## config.mk

```make
export PLATFORM = sky130hd
export DESIGN_NAME = vsmp_coord
export DESIGN_NICKNAME = d
export VERILOG_FILES = /design/src/rtl/vsmp_pkg.sv /design/src/rtl/vsmp_coord.sv
export SDC_FILE = /design/constraint.sdc
export NUM_CORES = 2
export LEC_CHECK = 0
export BUFFER_PORTS_ARGS = -buffer_cell sky130_fd_sc_hd__buf_2
export CAP_MARGIN = 15
export CORE_ASPECT_RATIO = 0.8
export CORE_MARGIN = 2
export CORE_UTILIZATION = 35
export CTS_CLUSTER_DIAMETER = 40
export DETAILED_ROUTE_END_ITERATION = 6
export GPL_ROUTABILITY_DRIVEN = 0
export PLACE_DENSITY = 0.51
export SYNTH_ARGS = -nofsm -noshare
export SYNTH_HDL_FRONTEND = slang
export SYNTH_SLANG_ARGS = --single-unit
```

## constraint.sdc

```tcl
create_clock -name clk -period 12.1 [get_ports clk]
set_input_delay 3.63 -clock clk [delete_from_list [all_inputs] [get_ports clk]]
set_output_delay 3.63 -clock clk [all_outputs]
set_load 0.05 [all_outputs]
```

## src/rtl/vsmp_pkg.sv

```systemverilog
`timescale 1ns / 1ps
// Shared constants and types for the trilinear voxel sampler.
// No dependencies.
package vsmp_pkg;

  localparam int GRID_X = 64;
  localparam int GRID_Y = 64;
  localparam int GRID_Z = 64;

  localparam int STORE_AW    = 18;
  localparam int STORE_DEPTH = 1 << STORE_AW;
  localparam int IDX_W       = 8;    // holds a corner index up to 255
  localparam int CRD_W       = 24;   // clamped Q8.16 cell coordinate
  localparam int FRAC_W      = 16;

  localparam logic [CRD_W-1:0] TOP_X = CRD_W'((GRID_X - 1) << FRAC_W);
  localparam logic [CRD_W-1:0] TOP_Y = CRD_W'((GRID_Y - 1) << FRAC_W);
  localparam logic [CRD_W-1:0] TOP_Z = CRD_W'((GRID_Z - 1) << FRAC_W);

  localparam logic [47:0] HALF = 48'd32768;
  localparam logic [16:0] ONE  = 17'd65536;

  typedef enum logic [2:0] {
    REG_ORIGIN_X = 3'd0,
    REG_ORIGIN_Y = 3'd1,
    REG_ORIGIN_Z = 3'd2,
    REG_SCALE_X  = 3'd3,
    REG_SCALE_Y  = 3'd4,
    REG_SCALE_Z  = 3'd5
  } reg_idx_t;

  typedef enum logic {
    KIND_LOAD  = 1'b0,
    KIND_QUERY = 1'b1
  } kind_t;

endpackage

```

## src/rtl/vsmp_coord.sv

```systemverilog
`timescale 1ns / 1ps
// Three-stage cell coordinate pipe for one axis: subtract origin, multiply by
// scale, drop half a cell and clamp to the grid. Depends on vsmp_pkg.
module vsmp_coord (
  input  logic                          clk,
  input  logic                          adv,
  input  logic [31:0]                   point,
  input  logic [31:0]                   origin,
  input  logic [31:0]                   scale,
  input  logic [vsmp_pkg::CRD_W-1:0]    top,
  output logic [vsmp_pkg::CRD_W-1:0]    coord
);

  logic [32:0] diff_r;
  logic [63:0] prod_r;
  logic        neg_r;
  logic [vsmp_pkg::CRD_W-1:0] coord_r;
  logic [vsmp_pkg::CRD_W-1:0] coord_nxt;
  logic [47:0] t;
  logic [47:0] tm;

  always_comb begin
    t  = prod_r[63:16];
    tm = t - vsmp_pkg::HALF;
    if (neg_r || t < vsmp_pkg::HALF) begin
      coord_nxt = '0;
    end else if (tm > 48'(top)) begin
      coord_nxt = top;
    end else begin
      coord_nxt = tm[vsmp_pkg::CRD_W-1:0];
    end
  end

  always_ff @(posedge clk) begin
    if (adv) begin
      diff_r  <= {point[31], point} - {origin[31], origin};
      neg_r   <= diff_r[32];
      prod_r  <= 64'(diff_r[31:0]) * 64'(scale);
      coord_r <= coord_nxt;
    end
  end

  assign coord = coord_r;

endmodule

```

# Word-level counts from Yosys, hierarchy flattened

Cells that the tools add are included.

Output and inout port bits: 24
Logic and storage cells: 11
Bits of input ports: 122
Bits in registers: 122

Reductions and logical operators: 1
$lt $le $gt $ge: 2
Multiplexer cells: 1
Add/subtract/negate cells: 2
$mul: 1

Operators with widths:

| cell                   | count |
|---|---|
| $mul 32x32->64         | 1 |
| $gt 48x24->1           | 1 |
| $lt 48x16->1 const B   | 1 |
| $sub 48x16->48 const B | 1 |
| $sub 32x32->33         | 1 |
| $mux 24                | 1 |
| $logic_or 1x1->1       | 1 |

# Logic depth before layout (Yosys ltp)

Depth in word-level cells: 3
Depth in mapped cells: 28
Gate-level depth less buffers: 26

# Least setup slack after synthesis

OpenSTA, ideal clock, no wires.

Kind: input -> register
From: in scale[2]
To: reg prod_r[57] (data pin)
Stages: 24
Arrival time: 10.377 ns
Slack: 1.458 ns
Buffers on the path: 1
Data required time: 11.835 ns
Path through: clkbuf_1 -> and2_1 -> fa_1 -> inv_1 -> fa_1 -> fa_1 -> fa_1 -> inv_1 -> fa_1 -> inv_1 -> fa_1 -> inv_1 -> fa_1 -> fa_1 -> ha_1 -> nand4_1 -> or3_1 -> a2111oi_0 -> o22ai_1 -> nor3b_1 -> o31ai_1 -> a221oi_1 -> o21ai_0 -> xor2_1

Cells in the longest elaborated chain, start to end: 1

RTL lines:

| element              | line             | RTL |
|---|---|---|
| start, declared      | vsmp_coord.sv:9  | `input logic [31:0] scale,` |
| $mul 32x32->64       | vsmp_coord.sv:38 | `prod_r <= 64'(diff_r[31:0]) * 64'(scale);` |
| end signal, assigned | vsmp_coord.sv:38 |  |
| end, declared        | vsmp_coord.sv:15 | `logic [63:0] prod_r;` |

No other way between the ends.
A chain may end at the register's enable or synchronous reset.

# Final worst setup path

From: in scale[9]
To: reg prod_r[60] (data pin)

Same word-level chain as after synthesis.

==> results.sh <==
export IMPL_ctsResizeCount=0
export IMPL_cts_hold_buf=0
export IMPL_cts_setup_buffers=0
export IMPL_layout_nets=5497
export IMPL_worst_setup_path_type="input pin to flop"
export IMPL_ys_types=65
export IMPL_ys_seq_area_share_pct=8.21
export IMPL_setup_tns_ns=0
export IMPL_rows=109
export IMPL_vias=27100
export IMPL_timing_hold_ws_ns=0.425
export IMPL_hp_class="flop to flop"
export IMPL_grt_pass1_vias=29400
export IMPL_ys_ff_latch=106
export IMPL_status="finished, final reports clean"
export IMPL_slowest_stage="buf_2"
export IMPL_synth_enable_flop_cells=106
export IMPL_synth_top_family_by_area="adder cells"
export IMPL_h_tree_depth=3
export IMPL_yosys_warnings=0
export IMPL_multi_input_comb_area_mm2=0.0312
export IMPL_cp_top_family="adder cells"
export IMPL_timing_fmax_mhz=88.6
export IMPL_slew_viol_final=0
export IMPL_cts_sinks=106
export IMPL_drtPass1Iterations=5
export IMPL_synthesis_nets=5470
export IMPL_clkTransAtPathRegs_ns=0.09
export IMPL_synth_compound_area_share_pct=4.39
export IMPL_die_w_um=376
export IMPL_regArea_mm2=0.00318
export IMPL_totalWireLength_um=115000
export IMPL_coreArea_mm2=0.110
export IMPL_slowest_delay_ns=0.59
export IMPL_dp_slack_ns=0.339
export IMPL_grt_max_degree=68
export IMPL_maxCapViolCount=0
export IMPL_setup_slack_ns=0.819
export IMPL_drc=0
export IMPL_final_area_mm2=0.0415
export IMPL_port_buffers=145
export IMPL_post_dp_hpwl_um=90000
export IMPL_setup_viol=0
export IMPL_wl_per_cell_um=20.4
export IMPL_crit_path_max_fanout=32
export IMPL_synthAdderAreaFrac_pct=56.5
export IMPL_n_fill_cell=11300
export IMPL_synth_xor_area_share_pct=1.96
export IMPL_muxShareOfSynthArea_pct=0.645
export IMPL_rsz0062_at_grt="false"
export IMPL_clock_latency_ns=0.43
export IMPL_dieArea_mm2=0.114
export IMPL_syn_to_final_growth_pct=6.88
export IMPL_drt_iter0_drc=1877
export IMPL_slew_headroom_pct=39.7
export IMPL_antenna_found_initial=8
export IMPL_layout_commonest_cell="inv_1"
export IMPL_cp_start_kind="input pin"
export IMPL_end_kind="flop"
export IMPL_syn_area_per_cell_um2=9.38
export IMPL_grt_pass1_wl_um=180000
export IMPL_synthFlopType="edfxtp_1"
export IMPL_clockRootBuffer="clkbuf_16"
export IMPL_synth_async_reset_ratio_pct=0
export IMPL_clockBufferDepth=2
export IMPL_crit_required_ns=12.26
export IMPL_grt_remaining_overflow=0
export IMPL_ioPinCount=146
export IMPL_synth_simple_area_share_pct=16.9
export IMPL_vias_per_cell=4.83
export IMPL_path_buf_inv=7
export IMPL_worst_path_most_repeated_cell="fa_1"
export IMPL_post_dp_cell_area_mm2=0.0411
export IMPL_syn_cell_area_mm2=0.0388
export IMPL_grt_usage_pct=21.1
export IMPL_cts_tree="done"
export IMPL_worst_pin_slew_ns=0.905
export IMPL_cp_arrival_ns=11.44
export IMPL_cts_made_buffers=9
export IMPL_start_util_pct=35.2
export IMPL_fp_dieH_um=302
export IMPL_ant_nets=0
export IMPL_period_minus_slack_ns=11.28
export IMPL_most_common_layout_cells="inv_1 (971), fa_1 (896), and2_1 (605), nand2_1 (476), ha_1 (317)"
export IMPL_synth_cells=4135
export IMPL_drive_gt1_share_pct=6.12
export IMPL_finClkSkew_ns=0.0152
export IMPL_finalHoldViolCount=0
export IMPL_fin_crit_sh_pct=93.2
==> state kept, by name (all words and copies together) (netlist names) <==
signal / count
neg_r: 1
prod_r: 48
diff_r: 33
coord: 24
==> kinds of logic (layout without fill, tap and decap cells) <==
| kind of cell | count (synthesis) | after routing |
|---|---|---|
| AO/OA/AOI/OAI | 266 | 266 |
| XOR/XNOR | 87 | 87 |
| adder cells (fa/ha/maj) | 1213 | 1213 |
| buffers and inverters | 1174 | 1206 |
| flip-flops | 106 | 106 |
| multiplexers | 25 | 25 |
| other | 0 | 3 |
| AND/OR/NAND/NOR | 1264 | 1264 |
==> synth_stat cells (2+ instances only) <==
cell type,count,area (µm²)
a31oi_1,4,25.0
edfxtp_1,106,3180
o211ai_1,5,37.5
nand3_1,18,90.1
fa_1,896,17900
or3_1,5,31.3
a221o_1,2,20.0
a2111oi_0,2,17.5
a21boi_0,5,37.5
mux2i_1,25,250
ha_1,317,3970
and3_1,6,37.5
a311oi_1,2,17.5
nand2_1,476,1790
nand2b_1,9,56.3
a211oi_1,9,67.6
o21a_1,12,90.1
buf_6,2,22.5
nor3_1,17,85.1
nor2b_1,16,100
o21bai_1,10,75.1
xor2_1,28,245
a41oi_1,2,17.5
a21oi_1,92,460
nor4_1,3,18.8
nor3b_1,3,22.5
o31ai_1,7,52.6
clkbuf_1,201,754
inv_1,971,3640
and4_1,3,26.3
a221oi_1,3,26.3
a21o_1,44,330
nor2_2,6,37.5
and2_1,605,3780
a211o_1,4,35.0
o21ai_0,48,240
nor2_1,67,251
or4_1,4,30.0
xnor2_1,59,517
nand4_1,16,100
==> layout make-up <==
class                           count  area share (%)
Antenna cell                        3          0.0181
Clock buffer                        9           0.543
Tap cell                         1443            4.35
Multi-Input combinational cell   2855            75.3
Clock inverter                      7           0.232
Inverter                          971            8.79
Sequential cell                   106            7.68
Timing Repair Buffer              219            3.13
==> through the flow <==
step	util, %	std cells
after floorplan	-	4135
after global placement	37.3	5594
after detailed placement	37.3	5594
after CTS	37.6	5610
after global routing	37.6	5610
final	37.6	5613
==> final timing paths <==
check / start / endpoint / slack (ns) / cells past startpoint
max: scale[9] / prod_r[60] / 0.82 / 26
min: diff_r[32] / neg_r / 0.42 / 0
max reg2reg: diff_r[12] / prod_r[60] / 3.81 / 25
min reg2reg: diff_r[32] / neg_r / 0.42 / 0
==> routing by layer <==
layer	GRT usage, %	routed length, µm	up-vias
li1	-	-	12200
met1	33.3	58600	13900
met2	29.6	45400	840
met3	4.83	9260	75
met4	3.06	1260	6
met5	0	34	-
Power is not shown: default switching activity piles up to over one toggle a cycle in this logic, so the estimate is an artifact.
